`src/rtl/core/wmm_pkg.sv`:
```
// wmm_pkg: shared constants for the waveform min/max decimator
// register index codes of the configuration port and their width
// no dependencies
`timescale 1ns / 1ps

package wmm_pkg;

    localparam int unsigned CFG_INDEX_BITS = 2;

    typedef logic [CFG_INDEX_BITS-1:0] cfg_index_t;

    localparam cfg_index_t REG_TOTAL_SAMPLES = 2'd0;
    localparam cfg_index_t REG_BUCKET_COUNT  = 2'd1;
    localparam cfg_index_t REG_CHANNEL_COUNT = 2'd2;

endpackage

```
`src/rtl/core/wmm_lane.sv`:
```
// wmm_lane: one channel lane, folds its sample into the running min and max
// depends on wmm_pkg; instantiated once per channel by the top level
`timescale 1ns / 1ps

module wmm_lane
    import wmm_pkg::*;
#(
    parameter int unsigned SAMPLE_BITS = 24
)
(
    input  logic                          lane_enable,
    input  logic signed [SAMPLE_BITS-1:0] sample,
    input  logic signed [SAMPLE_BITS-1:0] run_min,
    input  logic signed [SAMPLE_BITS-1:0] run_max,
    output logic signed [SAMPLE_BITS-1:0] lane_min,
    output logic signed [SAMPLE_BITS-1:0] lane_max
);

    // disabled lane passes the running values through untouched
    assign lane_min = (lane_enable && (sample < run_min)) ? sample : run_min;
    assign lane_max = (lane_enable && (sample > run_max)) ? sample : run_max;

endmodule

```
`src/rtl/core/wmm_merge.sv`:
```
// wmm_merge: combines the per-lane min and max into one result per frame
// depends on wmm_pkg; fed by the wmm_lane instances
`timescale 1ns / 1ps

module wmm_merge
    import wmm_pkg::*;
#(
    parameter int unsigned SAMPLE_BITS = 24
)
(
    input  logic signed [SAMPLE_BITS-1:0] left_min,
    input  logic signed [SAMPLE_BITS-1:0] left_max,
    input  logic signed [SAMPLE_BITS-1:0] right_min,
    input  logic signed [SAMPLE_BITS-1:0] right_max,
    output logic signed [SAMPLE_BITS-1:0] merged_min,
    output logic signed [SAMPLE_BITS-1:0] merged_max
);

    assign merged_min = (right_min < left_min) ? right_min : left_min;
    assign merged_max = (right_max > left_max) ? right_max : left_max;

endmodule

```
`src/rtl/core/waveform_min_max_decimator_unit.sv`:
```
// a closing input transfer writes its result straight into the output register
// throughput: one sample frame per cycle; a frame is taken while a result waits
// as long as the output register is empty or being drained in the same cycle
// reset (rst_n low, asynchronous): registers go to 1 frame, 1 bucket, stereo;
// accumulation restarts at bucket 0 with min +1.0 and max -1.0, no result pending
`timescale 1ns / 1ps

module waveform_min_max_decimator_unit
    import wmm_pkg::*;
#(
    parameter int unsigned SAMPLE_BITS = 24,
    parameter int unsigned BUCKET_BITS = 16,
    parameter int unsigned COUNT_BITS  = 24
)
(
    input  logic                          clk,
    input  logic                          rst_n,
    // configuration write port
    input  logic                          cfg_we,
    input  logic [CFG_INDEX_BITS-1:0]     cfg_index,
    input  logic [((COUNT_BITS > BUCKET_BITS) ? COUNT_BITS : BUCKET_BITS)-1:0] cfg_data,
    // sample frame input
    input  logic                          in_valid,
    output logic                          in_ready,
    input  logic signed [SAMPLE_BITS-1:0] sample_left,
    input  logic signed [SAMPLE_BITS-1:0] sample_right,
    // bucket result output
    output logic                          out_valid,
    input  logic                          out_ready,
    output logic [BUCKET_BITS-1:0]        bucket_index,
    output logic signed [SAMPLE_BITS-1:0] bucket_min,
    output logic signed [SAMPLE_BITS-1:0] bucket_max,
    output logic                          last_bucket
);

    // common width for length and bucket arithmetic
    localparam int unsigned CW = (COUNT_BITS > BUCKET_BITS) ? COUNT_BITS : BUCKET_BITS;
    // +1.0 in signed Q2.(SAMPLE_BITS-2)
    localparam logic signed [SAMPLE_BITS-1:0] Q_ONE =
        SAMPLE_BITS'(1) << (SAMPLE_BITS - 2);
    localparam logic signed [SAMPLE_BITS-1:0] Q_MINUS_ONE = -Q_ONE;

    // configuration registers
    logic [COUNT_BITS-1:0]  total_reg;
    logic [BUCKET_BITS-1:0] bcount_reg;
    logic [1:0]             chan_reg;

    // accumulation state
    logic signed [SAMPLE_BITS-1:0] run_min_reg, run_min_next;
    logic signed [SAMPLE_BITS-1:0] run_max_reg, run_max_next;
    logic [CW-1:0]                 dist_reg, dist_next;
    logic [BUCKET_BITS-1:0]        bucket_reg, bucket_next;
    // set when the next frame starts a fresh recording, so the boundary
    // distance comes from the current settings rather than dist_reg
    logic                          fresh_reg, fresh_next;

    // output register
    logic                          out_valid_reg, out_valid_next;
    logic [BUCKET_BITS-1:0]        out_index_reg;
    logic signed [SAMPLE_BITS-1:0] out_min_reg;
    logic signed [SAMPLE_BITS-1:0] out_max_reg;
    logic                          out_last_reg;

    // effective length and bucket count
    logic [CW-1:0]          n_eff;
    logic [CW-1:0]          bc_one;
    logic [CW-1:0]          b_wide;
    logic [BUCKET_BITS-1:0] b_eff;
    logic [CW-1:0]          n_minus_b;
    logic [CW-1:0]          dist_cur;
    logic                   stereo;

    logic                   cfg_hit;
    logic                   in_xfer;
    logic                   close_bucket;
    logic                   is_last;

    logic signed [SAMPLE_BITS-1:0] left_min, left_max;
    logic signed [SAMPLE_BITS-1:0] right_min, right_max;
    logic signed [SAMPLE_BITS-1:0] merged_min, merged_max;

    // zero length and zero buckets count as one; buckets clamp to length
    assign n_eff     = (total_reg == '0) ? CW'(1) : CW'(total_reg);
    assign bc_one    = (bcount_reg == '0) ? CW'(1) : CW'(bcount_reg);
    assign b_wide    = (bc_one > n_eff) ? n_eff : bc_one;
    assign b_eff     = b_wide[BUCKET_BITS-1:0];
    assign n_minus_b = n_eff - b_wide;
    assign dist_cur  = fresh_reg ? n_minus_b : dist_reg;
    assign stereo    = chan_reg[1];

    // only a write to a known register drops the recording in progress
    assign cfg_hit = cfg_we && ((cfg_index == REG_TOTAL_SAMPLES) ||
                                (cfg_index == REG_BUCKET_COUNT)  ||
                                (cfg_index == REG_CHANNEL_COUNT));

    // the output register frees up when empty or drained this cycle
    assign in_ready     = !out_valid_reg || out_ready;
    assign in_xfer      = in_valid && in_ready;
    assign close_bucket = (dist_cur < b_wide);
    assign is_last      = ({1'b0, bucket_reg} + (BUCKET_BITS+1)'(1)) >= {1'b0, b_eff};

    // one lane per channel, right lane gated off in mono
    wmm_lane #(.SAMPLE_BITS(SAMPLE_BITS)) u_lane_left
    (
        .lane_enable (1'b1),
        .sample      (sample_left),
        .run_min     (run_min_reg),
        .run_max     (run_max_reg),
        .lane_min    (left_min),
        .lane_max    (left_max)
    );

    wmm_lane #(.SAMPLE_BITS(SAMPLE_BITS)) u_lane_right
    (
        .lane_enable (stereo),
        .sample      (sample_right),
        .run_min     (run_min_reg),
        .run_max     (run_max_reg),
        .lane_min    (right_min),
        .lane_max    (right_max)
    );

    wmm_merge #(.SAMPLE_BITS(SAMPLE_BITS)) u_merge
    (
        .left_min   (left_min),
        .left_max   (left_max),
        .right_min  (right_min),
        .right_max  (right_max),
        .merged_min (merged_min),
        .merged_max (merged_max)
    );

    // accumulation and boundary tracking
    always_comb
    begin
        run_min_next = run_min_reg;
        run_max_next = run_max_reg;
        dist_next    = dist_reg;
        bucket_next  = bucket_reg;
        fresh_next   = fresh_reg;
        if (cfg_hit)
        begin
            // any write to a known register drops the recording in progress
            run_min_next = Q_ONE;
            run_max_next = Q_MINUS_ONE;
            bucket_next  = '0;
            fresh_next   = 1'b1;
        end
        else if (in_xfer)
        begin
            fresh_next = 1'b0;
            if (!close_bucket)
            begin
                run_min_next = merged_min;
                run_max_next = merged_max;
                dist_next    = dist_cur - b_wide;
            end
            else
            begin
                run_min_next = Q_ONE;
                run_max_next = Q_MINUS_ONE;
                if (is_last)
                begin
                    bucket_next = '0;
                    fresh_next  = 1'b1;
                end
                else
                begin
                    bucket_next = bucket_reg + BUCKET_BITS'(1);
                    dist_next   = dist_cur + n_minus_b;
                end
            end
        end
    end

    // output register valid: loads on a closing frame, clears on drain
    always_comb
    begin
        out_valid_next = out_valid_reg;
        if (in_xfer && close_bucket)
        begin
            out_valid_next = 1'b1;
        end
        else if (out_ready)
        begin
            out_valid_next = 1'b0;
        end
    end

    always_ff @(posedge clk or negedge rst_n)
    begin
        if (!rst_n)
        begin
            total_reg     <= COUNT_BITS'(1);
            bcount_reg    <= BUCKET_BITS'(1);
            chan_reg      <= 2'd2;
            run_min_reg   <= Q_ONE;
            run_max_reg   <= Q_MINUS_ONE;
            dist_reg      <= '0;
            bucket_reg    <= '0;
            fresh_reg     <= 1'b1;
            out_valid_reg <= 1'b0;
        end
        else
        begin
            if (cfg_we)
            begin
                unique case (cfg_index)
                    REG_TOTAL_SAMPLES: total_reg  <= cfg_data[COUNT_BITS-1:0];
                    REG_BUCKET_COUNT:  bcount_reg <= cfg_data[BUCKET_BITS-1:0];
                    REG_CHANNEL_COUNT: chan_reg   <= cfg_data[1:0];
                    default:           ; // unknown index ignored
                endcase
            end
            run_min_reg   <= run_min_next;
            run_max_reg   <= run_max_next;
            dist_reg      <= dist_next;
            bucket_reg    <= bucket_next;
            fresh_reg     <= fresh_next;
            out_valid_reg <= out_valid_next;
        end
    end

    // result payload, captured from the merged values of the closing frame
    always_ff @(posedge clk)
    begin
        if (in_xfer && close_bucket)
        begin
            out_index_reg <= bucket_reg;
            out_min_reg   <= merged_min;
            out_max_reg   <= merged_max;
            out_last_reg  <= is_last;
        end
    end

    assign out_valid    = out_valid_reg;
    assign bucket_index = out_index_reg;
    assign bucket_min   = out_min_reg;
    assign bucket_max   = out_max_reg;
    assign last_bucket  = out_last_reg;

`ifndef SYNTHESIS
    // a closing frame always lands in the output register
    a_close_loads: assert property (@(posedge clk) disable iff (!rst_n)
        (in_xfer && close_bucket) |=> out_valid_reg)
        else $error("closing frame did not produce a result");

    // boundary distance stays below the recording length once a recording is under way
    a_dist_range: assert property (@(posedge clk) disable iff (!rst_n)
        !fresh_reg |-> (dist_reg < n_eff))
        else $error("boundary distance out of range");

    // a delivered result never lies outside the initial bounds
    a_result_bounds: assert property (@(posedge clk) disable iff (!rst_n)
        out_valid_reg |-> ((out_min_reg <= Q_ONE) && (out_max_reg >= Q_MINUS_ONE)))
        else $error("bucket min or max beyond the one bound");

    // the final bucket carries the last index
    a_last_index: assert property (@(posedge clk) disable iff (!rst_n)
        (in_xfer && close_bucket && is_last) |=>
            (({1'b0, out_index_reg} + (BUCKET_BITS+1)'(1)) >= {1'b0, b_eff}))
        else $error("last bucket flagged at wrong index");
`endif

endmodule
```
`config.mk`:
```
export PLATFORM = sky130hd
export DESIGN_NAME = waveform_min_max_decimator_unit
export DESIGN_NICKNAME = d
export VERILOG_FILES = /design/src/rtl/core/wmm_pkg.sv /design/src/rtl/core/wmm_lane.sv /design/src/rtl/core/wmm_merge.sv /design/src/rtl/core/waveform_min_max_decimator_unit.sv
export SDC_FILE = /design/constraint.sdc
export NUM_CORES = 1
export LEC_CHECK = 0
export ABC_AREA = 1
export ABC_CLOCK_PERIOD_IN_PS = 7700
export BUFFER_PORTS_ARGS = -buffer_cell sky130_fd_sc_hd__buf_4
export CORE_MARGIN = 1
export CORE_UTILIZATION = 30
export DETAILED_ROUTE_END_ITERATION = 16
export PLACE_DENSITY = 0.47
export RECOVER_POWER = 100
export SLEW_MARGIN = 20
export SYNTH_ARGS = -nofsm -noshare
export SYNTH_HDL_FRONTEND = slang
export SYNTH_HIERARCHICAL = 1
export SYNTH_SLANG_ARGS = --single-unit
export TNS_END_PERCENT = 100
```
`constraint.sdc`:
```
create_clock -name clk -period 7.7 [get_ports clk]
set_input_delay 0.385 -clock clk [delete_from_list [all_inputs] [get_ports clk]]
set_output_delay 0.385 -clock clk [all_outputs]
set_load 0.02 [all_outputs]
```
# Yosys cells after proc, flatten, opt, wreduce, memory -nomap -nowiden
# Index checks and enable logic that the tools add are counted.
[word_totals]
register_bits = 197
latch_bits = 0
mem_bits_rw = 0
rom_bits = 0
in_bits = 79
output_inout_bits = 67
mem_count = 0
[classes]
add_sub_neg = 5
mul = 0
div_mod_pow = 0
order_cmp = 9
eq_ne = 3
n_shift = 0
n_mux = 28
bitwise_logic = 1
n_reduce_logical = 20
[op_table]
columns = ["cell", "n"]
rows = [
  ["2-to-1 mux 24 bit", 17],
  ["less-than comparator 24 bit", 4],
  ["2-to-1 mux 16 bit", 5],
  ["greater-than comparator 24 bit", 3],
  ["subtractor 24 bit", 2],
  ["adder 24 bit", 1],
  ["greater-than comparator 16 x 24 -> 1 bit", 1],
  ["logical NOT 24 bit", 1],
  ["adder 16 x 1 -> 17 bit, second input constant", 1],
  ["greater-or-equal comparator 17 x 16 -> 1 bit", 1],
  ["adder 16 x 1 -> 16 bit, second input constant", 1],
  ["logical NOT 16 bit", 1],
  ["AND reduction 2 bit", 4],
  ["2-to-1 mux 1 bit", 6],
  ["nonzero test 2 bit", 3],
  ["logical AND 1 bit", 5],
  ["logical OR 1 bit", 3],
  ["AND reduction 3 bit", 1],
  ["== test 2 x 1 -> 1 bit, second input constant", 1],
  ["== test 2 bit, second input constant", 1],
  ["logical NOT 2 bit", 1],
  ["inequality test 2 bit, second input constant", 1],
  ["logical NOT 1 bit", 1],
  ["NOT 1 bit", 1],
]

# Longest topological paths before layout
# Gate-level depths: netlist of run 1.
[depth]
ltp_word = 10
depth_mapped = 41
depth_no_buf = 41

# Cells and area by module
# The synthesis of run 1 kept the hierarchy.
[by_module_without_submodules]
columns = ["mod", "n_inst", "cells_per_inst", "area_per_inst_um2", "seq_area_each_um2"]
rows = [
  ["waveform_min_max_decimator_unit", 1, 1682, 12866.1, 5238.8],
  ["wmm_lane at u_lane_right", 1, 384, 2369.8, 0.0],
  ["wmm_merge", 1, 389, 2143.3, 0.0],
  ["wmm_lane at u_lane_left", 1, 380, 2107.0, 0.0],
]

# Worst setup path before layout of run 1
# No wires, ideal clock.
[synth_path]
path_kind = "register -> register"
startpoint = "register total_reg[16]"
endpoint = "register bucket_reg[10]"
arrival_time_ns = 6.880
slack_ns = 0.701
stages_incl_launch_ff = 36
period_less_slack_ns = 6.999
cell_sequence = "dfrtp_1 -> inv_1 -> nand3_1 -> nor3_1 -> nand4_1 -> nand2_1 -> ha_1 -> inv_1 -> a21oi_1 -> o21ai_0 -> a21oi_1 -> o21ai_0 -> nand3_1 -> clkbuf_1 -> o21ai_0 -> ha_1 -> fa_1 -> o21ai_1 -> nand3_1 -> o21ai_1 -> a21boi_0 -> o21ai_0 -> nand2_1 -> nand3_1 -> nand2_1 -> ha_1 -> nand2_1 -> o21ai_0 -> a21oi_1 -> nand3_2 -> nand2_2 -> nand2_4 -> nor2_2 -> nor2_1 -> nand2_1 -> nand2_1"
[synth_between]
elab_chain_len = 9
elab_cells_between_ends = 14
[synth_lines]
columns = ["element", "line_no", "rtl"]
rows = [
  ["from (decl)", "waveform_min_max_decimator_unit.sv:44", "logic [COUNT_BITS-1:0] total_reg;"],
  ["from (signal assigned)", "waveform_min_max_decimator_unit.sv:209", "REG_TOTAL_SAMPLES: total_reg <= cfg_data[COUNT_BITS-1:0];"],
  ["logical NOT 24 bit", "waveform_min_max_decimator_unit.sv:83", "assign n_eff = (total_reg == '0) ? CW'(1) : CW'(total_reg);"],
  ["2-to-1 mux 24 bit (*)", "waveform_min_max_decimator_unit.sv:83", ""],
  ["greater-than comparator 16 x 24 -> 1 bit", "waveform_min_max_decimator_unit.sv:85", "assign b_wide = (bc_one > n_eff) ? n_eff : bc_one;"],
  ["2-to-1 mux 24 bit", "waveform_min_max_decimator_unit.sv:85", ""],
  ["subtractor 24 bit / greater-or-equal comparator 17 x 16 -> 1 bit (equally long branches)", "waveform_min_max_decimator_unit.sv:87, waveform_min_max_decimator_unit.sv:100", ""],
  ["2-to-1 mux 24 bit / 2-to-1 mux 16 bit (equally long branches)", "waveform_min_max_decimator_unit.sv:88, waveform_min_max_decimator_unit.sv:162", ""],
  ["less-than comparator 24 bit / 2-to-1 mux 16 bit (equally long branches)", "waveform_min_max_decimator_unit.sv:99, waveform_min_max_decimator_unit.sv:152", ""],
  ["nonzero test 2 bit (no line) / 2-to-1 mux 16 bit (equally long branches)", "n/a", ""],
  ["AND reduction 2 bit (no line) / 2-to-1 mux 16 bit (equally long branches)", "n/a", ""],
  ["to (signal assigned)", "waveform_min_max_decimator_unit.sv:218", "bucket_reg <= bucket_next;"],
  ["to (decl)", "waveform_min_max_decimator_unit.sv:52", "logic [BUCKET_BITS-1:0] bucket_reg, bucket_next;"],
]
# Mark *: on every way between the ends. The rest lies on a longest branch, timed or not. The select of a mux whose other input is x is not followed.
# A chain may end at the register's enable or synchronous reset.

# Final worst setup path of run 1
[layout_path]
startpoint = "register total_reg[16]"
endpoint = "register bucket_reg[2]"
# Same word-level chain as after synthesis.

==> impl_metrics.tcl, run 1 <==
set metrics [dict create \
    synth_cells 2835 \
    fillers 7080 \
    clock_sinks 196 \
    detail_route.wl_per_cell_um 17.96 \
    final_cell_area_mm2 0.02160 \
    slew_viol_final 107 \
    cap_violations 2 \
    slew_headroom -2.649 \
    outcome "finished, violations left" \
    rr_worst_depth 33 \
    path_common_cell "nand2_1" \
    antenna_found_initial 0 \
    fin_cells 3796 \
    holdWs_ns 0.1197 \
    nNetsFinal 3247 \
    ant_nets 0 \
    placed_cell_area_mm2 0.02134 \
    r2r-start "total_reg[16]" \
    power_density_mw_per_mm2 384.6 \
    via_per_inst 4.986 \
    rsz0062_at_grt "no" \
    synthTopCellsByArea "dfrtp_1 (16%), nand2_1 (16%), ha_1 (15%)" \
    hold_viol_final 0 \
    syn2layout_area_growth_pct 10.84 \
    critPathMaxFanout 24 \
    die_width_um 256.9 \
    ff_latch_area_mm2 0.005239 \
    worstPathRequired_ns 8.11 \
    holdPathStages 3 \
    min_to "total_reg[19]" \
    grt_max_degree 80 \
    final_layout_size_suffix_gt1_frac 0.09079 \
    cts_buffers 17 \
    synth-main-ff-cell "dfrtp_1" \
    synth.area.mux_share 0 \
    start_util 0.3028 \
    slowest_delay_ns 0.60 \
    track_usage 0.2085 \
    worstSetupPathType "flip-flop to flip-flop" \
    die_h_um 256.9 \
    cts_max_level 4 \
    final_cell_mix "nand2_1 (809), inv_1 (413), ha_1 (237)" \
    clock_path_buffers 2 \
    period_minus_slack_ns 7.078 \
    seq_area_frac_synth 0.2688 \
    critPathLaunchType "flip-flop" \
    ys_warn_count 6 \
    synth-simple-area-share 0.3310 \
    multi_input_area_mm2 0.01203 \
    routed_wl_um 68170 \
    synth-compound-area-share 0.1040 \
    dp.cells 3763 \
    drtIter0Drc 1077 \
    ys_ff_latch 196 \
    num_rows 93 \
    hold_class "input pin to flip-flop" \
    layout_commonest_cell "nand2_1" \
    utilization 0.3356 \
    synth_edf_count 65 \
    place.gp.congestion 0.9489 \
    ios 146 \
    port_buffers 145 \
    dp_hpwl_um 54010 \
    root_buffer "clkbuf_16" \
    hp-start "cfg_data[19]" \
    critPathArrivalTime_ns 7.49 \
    syn-cell-area_mm2 0.01949 \
    synth_adder_area_share 0.1553 \
    dr.pass1.iters 8 \
    synth.top_cell.area_share 0.1592 \
    grt-ovfl-total 0 \
    fin_tns_setup_ns 0 \
    reg2reg_to "bucket_reg[2]" \
    n_antenna_cell 0 \
    synthXorXnorAreaFrac 0.02697 \
    cts_tree "yes" \
    core_mm2 0.06435 \
    worst_pin_slew_ns 5.474 \
    p_leak_uw 0.01062 \
    avgSynthCellArea_um2 6.873 \
    grt_pass1_vias 19030 \
    fin_skew_ns 0.02534 \
    cp-end-kind "flip-flop" \
    ir_worst_vdd_v 0.0003332 \
    synth_top_family_by_area "simple AND/OR/NAND/NOR gates" \
    clk_latency_ns 0.52 \
    remaining_drc_errors 0 \
    num_vias 18930 \
    yosys.area.top_type "dfrtp_1" \
    grt_pass1_wl_um 107100 \
    failed_checks "max-capacitance violations, max-slew violations" \
    finalSetupViolCount 0 \
    clk_pin_slew_ns 0.08 \
    async_flop_share 0.6684 \
    fmax_mhz 141.3 \
    ys_types 51 \
    fp.dieArea_mm2 0.06598 \
    cp_slowest_cell "o21ai_0" \
    finalCritPeriodShare 0.9192 \
    r2r_slack_ns 0.62 \
]
==> kinds of logic (layout without fill, tap and decap cells) <==
family                   count (synthesis)  in the layout
adder cells (fa/ha/maj)                240            240
XOR/XNOR                                60             60
AO/OA/AOI/OAI                          376            376
flip-flops                             196            196
AND/OR/NAND/NOR                       1428           1428
buffers and inverters                  534            632
other                                    1              9
==> per-layer routing <==
metal | routed length, um | GRT usage | part of all wire
met1 | 30010 | 0.2585 | 0.44
met2 | 33980 | 0.3731 | 0.50
met5 | 0 | 0 | 0
met3 | 2598 | 0.02532 | 0.038
met4 | 1584 | 0.06564 | 0.023
==> synth_stat cells (10+ instances only) <==
cell type and count:
a21oi_1 141, o21bai_1 11, ha_1 237, xnor2_1 17, o21ai_1 16, nand4_1 138
dfrtp_1 124, nor2_1 138, nor2_2 10, edfxtp_1 65, nor3_1 24, xor2_1 43
nand2_2 80, buf_2 29, a21o_1 13, clkbuf_1 63, nand3_1 186, inv_1 413
nand2_1 808, o21ai_0 162
==> power breakdown <==
| group | total [uW] | internal, uW | switching (uW) | leakage, uW |
|---|---|---|---|---|
| clock | 955 | 462 | 493 | 0.000289 |
| combinational | 5740 | 1770 | 3970 | 0.00801 |
| sequential | 1610 | 1430 | 184 | 0.00232 |
| total | 8310 | 3660 | 4650 | 0.0106 |
==> critical path, delay by kind of cell (launching register included) <==
kind            cells  cell delay (ns)
fa+ha+maj           3             0.81
compound gates      5             1.32
simple gates       21             3.50
xor+xnor            1             0.43
buf+inv             3             0.52
flops               1             0.40
==> how the worst max path moves through the flow <==
stage                       start               to
floorplan           total_reg[16]   bucket_reg[10]
global placement    bcount_reg[6]   bucket_reg[12]
detailed placement  total_reg[16]    bucket_reg[2]
CTS                 total_reg[16]    bucket_reg[2]
global route        bcount_reg[7]  run_max_reg[22]
finish              total_reg[16]    bucket_reg[2]
==> area by class of cell <==
class | instances | area share
timing repair buffer | 182 | 0.05167
inverter | 418 | 0.07270
sequential | 196 | 0.2426
clock inverter | 13 | 0.006372
clock buffer | 19 | 0.02022
multi-input combinational | 2113 | 0.5569
tap | 855 | 0.04953
==> stage by stage <==
step | worst slack, ns | power (uW)
finish | 0.6222 | 8306
detailed placement | 0.4923 | 7455
CTS | 0.4379 | 8464
global placement | 0.5230 | 7467
floorplan | 0.7014 | 5723
global route | 0.03827 | 9083
==> repair_timing <==
| item | CTS | global route |
|---|---|---|
| hold buffers | 1 | 0 |
| setup buffers | 0 | 0 |
| resized for setup | 0 | 3 |
| endpoints found under the hold margin | 7 | 0 |
| endpoints found under the setup margin | 0 | 78 |
No activity file was read; power rests on OpenSTA's default activity.
==> run 2: changes to the inputs <==
--- a/config.mk
+++ b/config.mk
@@ -8,10 +8,12 @@
 export ABC_AREA = 1
 export ABC_CLOCK_PERIOD_IN_PS = 7700
 export BUFFER_PORTS_ARGS = -buffer_cell sky130_fd_sc_hd__buf_4
+export CELL_PAD_IN_SITES_DETAIL_PLACEMENT = 0
+export CELL_PAD_IN_SITES_GLOBAL_PLACEMENT = 1
 export CORE_MARGIN = 1
 export CORE_UTILIZATION = 30
 export DETAILED_ROUTE_END_ITERATION = 16
-export PLACE_DENSITY = 0.47
+export PLACE_DENSITY = 0.6
 export RECOVER_POWER = 100
 export SLEW_MARGIN = 20
 export SYNTH_ARGS = -nofsm -noshare
==> run 2 against run 1 <==
Net effect:
- critical path depth decreased by 10
- worst hold slack better by 0.019 ns
- critical path type unchanged
- largest power group unchanged
- fmax grew 1.2%
- cell count hardly changed
- setup slack improved by 0.086 ns
- die area unchanged
- highest routed layer is now met5
- final area rose by 0.20%
- global-route usage decreased by 0.16 points
- flip-flop and latch count unchanged
- non-clock buffer count up 1
- wire length down 0.86%
- the flow still finishes with violations (max-capacitance violations, max-slew violations)
- count of clock-buffer cells in the layout decreased by 2
==> impl_metrics.tcl, run 2 (same netlist as run 1, synthesis figures left out) <==
set metrics [dict create \
    final_layout_size_suffix_gt1_frac 0.08973 \
    die_h_um 256.9 \
    routed_wl_um 67590 \
    antenna_found_initial 2 \
    worst_pin_slew_ns 3.934 \
    worstPathCellList "inv_1 > ha_1 > nand2_2 > nor2_1 > nand2_1 > nor3_1 > nand2_1 > nand3_2 > nand3_1 > nand2_1 > nand2_1 > ha_1 > nand4_1 > inv_1 > nand2_1 > nor2_1 > nand2_1 > nand4_1 > nand3_1 > nand2_1 > nand2_1 > o22ai_1 > inv_1" \
    clk_pin_slew_ns 0.09 \
    cts_max_level 4 \
    worstSetupPathType "flip-flop to flip-flop" \
    start_util 0.3028 \
    track_usage 0.2070 \
    power_uw 8278 \
    clock_path_buffers 2 \
    cts_buffers 17 \
    placed_cell_area_mm2 0.02133 \
    remaining_drc_errors 0 \
    core_mm2 0.06435 \
    root_buffer "clkbuf_16" \
    fmax_mhz 143.0 \
    slew_viol_final 237 \
    switching_share 0.5579 \
    outcome "finished, violations left" \
    p_comb_frac 0.686 \
    grt_max_degree 54 \
    via_per_inst 4.948 \
    p_leak_uw 0.01063 \
    critPathLaunchType "flip-flop" \
    grt-ovfl-total 0 \
    slew_headroom -1.623 \
    fin_ws_ns 0.7082 \
    detail_route.wl_per_cell_um 17.80 \
    seq_power_share 0.195 \
    worstPathRequired_ns 8.13 \
    hold_class "input pin to flip-flop" \
    grt_pass1_wl_um 106200 \
    ios 146 \
    finalCritPeriodShare 0.9080 \
    final_cell_mix "nand2_1 (811), inv_1 (413), ha_1 (237)" \
    failed_checks "max-capacitance violations, max-slew violations" \
    cp-end-kind "flip-flop" \
    path_common_cell "nand2_1" \
    grt_pass1_vias 18780 \
    fin_tns_setup_ns 0 \
    power_density_mw_per_mm2 382.5 \
    p_int_uw 3660 \
    num_rows 93 \
    nNetsFinal 3248 \
    critPathArrivalTime_ns 7.42 \
    clk_latency_ns 0.50 \
    port_buffers 145 \
    ant_nets 0 \
    p_clk_frac 0.120 \
    num_vias 18790 \
    period_minus_slack_ns 6.992 \
    fillers 7070 \
    dr.pass1.iters 5 \
    place.gp.congestion 0.9049 \
    n_antenna_cell 0 \
    p_switching_uw 4618 \
    ir_worst_vdd_v 0.0002292 \
    layout_commonest_cell "nand2_1" \
    syn2layout_area_growth_pct 11.06 \
    die_width_um 256.9 \
    fin_skew_ns 0.02848 \
    cp_slowest_cell "nand3_1" \
    drtIter0Drc 1133 \
    clock_sinks 196 \
    cap_violations 6 \
    fp.dieArea_mm2 0.06598 \
    rsz0062_at_grt "no" \
    hold_viol_final 0 \
    slowest_delay_ns 1.26 \
    holdWs_ns 0.1392 \
    dp_hpwl_um 53170 \
    place_ws_ns 0.4072 \
    critPathMaxFanout 25 \
    cts_tree "yes" \
    finalSetupViolCount 0 \
    final_cell_area_mm2 0.02164 \
]
[run 2: path summary, 6_finish.rpt]
kind / start / endpoint / slack (ns) / depth (start not counted)
hold / removal: cfg_data[0] / total_reg[0] / 0.14 / 3
setup reg to reg: run_max_reg[23] / run_max_reg[23] / 0.71 / 23
min in group asynchronous: rst_n / run_max_reg[19] / 1.81 / 2
setup / recovery: run_max_reg[23] / run_max_reg[23] / 0.71 / 23
max in group asynchronous: rst_n / bcount_reg[5] / 1.80 / 3
hold reg to reg: bucket_reg[15] / bucket_index[15] / 0.46 / 0
[run 2: critical path, delay by kind of cell (launching register included)]
family / cells / cell delay (ns)
compound gates: 1 / 0.17
fa+ha+maj: 2 / 0.77
flops: 1 / 0.60
buf+inv: 3 / 0.20
simple gates: 17 / 5.12
[run 2: final cells by class]
type | instances | area, um^2 | area share
inverter | 418 | 1569 | 0.07250
timing repair buffer | 183 | 1131 | 0.05226
tap | 855 | 1070 | 0.04943
clock inverter | 15 | 202.7 | 0.009366
clock buffer | 17 | 425.4 | 0.01966
sequential | 196 | 5239 | 0.2421
multi-input combinational | 2113 | 12010 | 0.5547
[run 2: repair_timing]
action                     in CTS  in global routing
buffers inserted                0                  2
setup endpoints to repair       0                154
hold endpoints to repair       47                  0
hold buffers                    1                  0
resized for setup               0                  3
[run 2: layer usage]
metal,vias to the layer above,GRT usage,routed length [um]
met5,-,0,13
met2,474,0.3686,33340
li1,9468,-,-
met3,88,0.03034,2854
met1,8755,0.2516,29370
met4,2,0.07374,2007
[run 2: per-stage QoR]
| step | utilization | cells |
|---|---|---|
| after floorplan | - | 2843 |
| after global placement | 0.3314 | 3761 |
| after detailed placement | 0.3314 | 3761 |
| after CTS | 0.3414 | 3794 |
| after global routing | 0.3363 | 3797 |
| final | 0.3363 | 3797 |
[run 2: power by group through the flow]
stage	Combinational (uW)	Clock [uW]	Sequential, uW
3_5_place_dp	5770	0	1630
5_1_grt	6360	1070	1650
3_3_place_gp	5750	0	1630
2_1_floorplan	3980	0	1740
4_1_cts	5800	1030	1620
6_report	5680	990	1610
==> run 3: changes to the inputs <==
--- a/config.mk
+++ b/config.mk
@@ -5,15 +5,15 @@
 export SDC_FILE = /design/constraint.sdc
 export NUM_CORES = 1
 export LEC_CHECK = 0
-export ABC_AREA = 1
 export ABC_CLOCK_PERIOD_IN_PS = 7700
 export BUFFER_PORTS_ARGS = -buffer_cell sky130_fd_sc_hd__buf_4
+export CAP_MARGIN = 15
 export CELL_PAD_IN_SITES_DETAIL_PLACEMENT = 0
 export CELL_PAD_IN_SITES_GLOBAL_PLACEMENT = 1
 export CORE_MARGIN = 1
 export CORE_UTILIZATION = 30
 export DETAILED_ROUTE_END_ITERATION = 16
-export PLACE_DENSITY = 0.6
+export PLACE_DENSITY = 0.56
 export RECOVER_POWER = 100
 export SLEW_MARGIN = 20
 export SYNTH_ARGS = -nofsm -noshare
==> run 3 against run 2 <==
Net effect:
- the run still ends with max-capacitance violations, max-slew violations left
- worst hold slack worse by 0.045 ns
- non-clock buffer count up 31
- combinational power fell by 3%
- first-iteration DRC count is 43% lower
- count of clock-buffer cells in the layout grew 3
- critical path type unchanged
- highest routed layer is now met4
==> impl_metrics.tcl, run 3 <==
set metrics [dict create \
    p_leak_uw 0.008726 \
    via_per_inst 5.142 \
    dr.pass1.iters 6 \
    fillers 6016 \
    slew_headroom -2.188 \
    detail_route.wl_per_cell_um 19.73 \
    final_cell_mix "ha_1 (233), inv_1 (181), a21oi_1 (156)" \
    worstPathRequired_ns 8.09 \
    synth-main-ff-cell "dfrtp_1" \
    num_rows 88 \
    rsz0062_at_grt "no" \
    worstPathCellList "inv_1 > ha_1 > nand4_1 > nor2_1 > a221o_2 > a221oi_1 > mux2i_1 > nand2_1 > mux2_1 > ha_1 > a21oi_1 > o21ai_0 > a2111oi_0 > o21ai_0 > a31oi_1 > xnor2_2 > clkbuf_2 > mux2_1 > a22o_1" \
    clk_pin_slew_ns 0.08 \
    die_width_um 244.0 \
    period_minus_slack_ns 7.370 \
    root_buffer "clkbuf_16" \
    yosys.area.top_type "dfrtp_1" \
    power_uw 8066 \
    port_buffers 145 \
    worst_pin_slew_ns 4.782 \
    cts_tree "yes" \
    power_density_mw_per_mm2 400.8 \
    final_layout_size_suffix_gt1_frac 0.1876 \
    p_int_uw 4264 \
    use_met2 0.3057 \
    antenna_found_initial 0 \
    dp_hpwl_um 42170 \
    synth-compound-area-share 0.1887 \
    grt_pass1_vias 14400 \
    clock_sinks 196 \
    remaining_drc_errors 0 \
    clk_latency_ns 0.50 \
    met3_usage 0.02546 \
    seq_area_frac_synth 0.2983 \
    drtIter0Drc 642 \
    synth_common_cells "ha_1 (237), inv_1 (181), a21oi_1 (162)" \
    core_mm2 0.05781 \
    start_util 0.3038 \
    synth.most_common_cell "ha_1" \
    switching_share 0.4713 \
    n_antenna_cell 0 \
    slowest_delay_ns 0.98 \
    avgSynthCellArea_um2 9.603 \
    p_comb_frac 0.680 \
    layout_commonest_cell "ha_1" \
    place.gp.congestion 0.8699 \
    grt_busiest_layer "met2" \
    p_switching_uw 3801 \
    ys_warn_count 6 \
    track_usage 0.1835 \
    final_cell_area_mm2 0.02012 \
    synth_cells 1829 \
    synth_adder_area_share 0.1723 \
    slew_viol_final 199 \
    fin_skew_ns 0.01783 \
    ys_types 90 \
    synthXorXnorAreaFrac 0.03918 \
    grt_pass1_wl_um 83950 \
    ios 146 \
    critPathArrivalTime_ns 7.76 \
    cp-end-kind "flip-flop" \
    synth.top_cell.area_share 0.1767 \
    ant_nets 0 \
    synth.area.mux_share 0.1205 \
    syn2layout_area_growth_pct 14.58 \
    fmax_mhz 135.7 \
    p_clk_frac 0.119 \
    grt_max_degree 76 \
    hold_viol_final 0 \
    critPathBufInv 2 \
    seq_power_share 0.200 \
    finalCritPeriodShare 0.9571 \
    ir_worst_vdd_v 0.0002770 \
    syn-cell-area_mm2 0.01756 \
    synth-simple-area-share 0.1122 \
    ys_ff_latch 196 \
    failed_checks "max-capacitance violations, max-slew violations" \
    synth_edf_count 65 \
    ff_latch_area_mm2 0.005239 \
    grt.met1_usage 0.2425 \
    outcome "finished, violations left" \
    hold_class "input pin to flip-flop" \
    cts_max_level 4 \
    grt-ovfl-total 0 \
    synth_top_family_by_area "compound AO/OA/AOI/OAI gates" \
    die_h_um 244.0 \
    critPathMaxFanout 24 \
    fp.dieArea_mm2 0.05951 \
    placed_cell_area_mm2 0.01964 \
    multi_input_area_mm2 0.01125 \
    clock_path_buffers 2 \
    worstSetupPathType "flip-flop to flip-flop" \
    async_flop_share 0.6684 \
    nNetsFinal 2300 \
    routed_wl_um 54440 \
    critPathLaunchType "flip-flop" \
    cap_violations 4 \
    cp_slowest_cell "nand2_1" \
    cp_top_family "compound AO/OA/AOI/OAI gates" \
    synthTopCellsByArea "dfrtp_1 (18%), ha_1 (17%), edfxtp_1 (11%)" \
    finalSetupViolCount 0 \
    num_vias 14190 \
    cts_buffers 17 \
]
[run 3: cell types whose count changed after synthesis, sizes merged, moves of 19 or more]
| cell | change |
|---|---|
| a32o | +24 |
| nor2b | +27 |
| a22o | +49 |
| inv | -237 |
| a21oi | +21 |
| a21o | +37 |
| mux2 | +169 |
| xnor2 | +30 |
| o21ai | -98 |
| nand4 | -102 |
| nand2 | -798 |
| nor2 | -42 |
| buf | -19 |
| nand3 | -173 |
[run 3: final timing paths]
path                                      start              end  slack [ns]  cells after the start
worst max register to register  run_min_reg[22]   run_min_reg[7]        0.33                     19
min in group asynchronous                 rst_n   run_min_reg[5]        2.11                      2
worst min-delay path                cfg_data[7]     total_reg[7]        0.09                      3
worst max-delay path            run_min_reg[22]   run_min_reg[7]        0.33                     19
max in group asynchronous                 rst_n  run_min_reg[15]        1.88                      3
worst min register to register      dist_reg[0]      dist_reg[0]        0.50                      1
[run 3: what timing repair did]
| action | in CTS | in global routing |
|---|---|---|
| resized for setup | 4 | 39 |
| endpoints found under the hold margin | 33 | 0 |
| pin swaps | 0 | 12 |
| buffers inserted | 0 | 8 |
| hold buffers | 1 | 0 |
| setup endpoints to repair | 20 | 155 |
| cloned | 0 | 1 |
[run 3: worst min-delay path, stage by stage]
cell and delay [ns]:
buf_4 0.08, nand2_1 0.04, o21ai_0 0.06
[run 3: per-stage QoR]
step	TNS, ns	setup slack, ns	utilization	cells	hold WS (ns)
final	0	0.3304	0.3481	2759	0.09460
after detailed placement	-0.3032	-0.1681	0.3397	2717	0.4789
after global routing	0	0.02733	0.3481	2759	0.09082
after floorplan	0	0.1685	-	1837	0.08941
after CTS	0	0.004250	0.3502	2750	0.06053
after global placement	-0.1221	-0.1136	0.3397	2717	0.4710
[run 3: final cells by class]
type,instances,area share
clock buffer,20,0.02220
clock inverter,12,0.007150
inverter,181,0.03376
multi-input combinational,1371,0.5592
sequential,196,0.2603
tap,765,0.04757
timing repair buffer,214,0.06976
[run 3: logic make-up (layout without fill, tap and decap cells)]
kind of cell               count (synthesis)  after routing
and+or+nand+nor                          386            386
adders and majority gates                240            240
DFF                                      196            196
xor gates and xnor gates                  77             77
muxes                                    174            174
other                                      1              9
buffers and inverters                    270            427
AOI/OAI and AO/OA                        485            485
[run 3: per-layer routing]
metal / vias to the layer above / wire [um]
li1: 6980 / -
met1: 6898 / 25960
met2: 255 / 25680
met3: 54 / 1522
met4: 0 / 1274
met5: - / 0
[run 3: power by group through the flow]
stage	logic, uW	clock network, uW	registers [uW]
floorplan	4070	0	1710
global placement	5560	0	1640
detailed placement	5560	0	1640
CTS	5600	1000	1620
global route	6040	1040	1650
finish	5490	963	1620
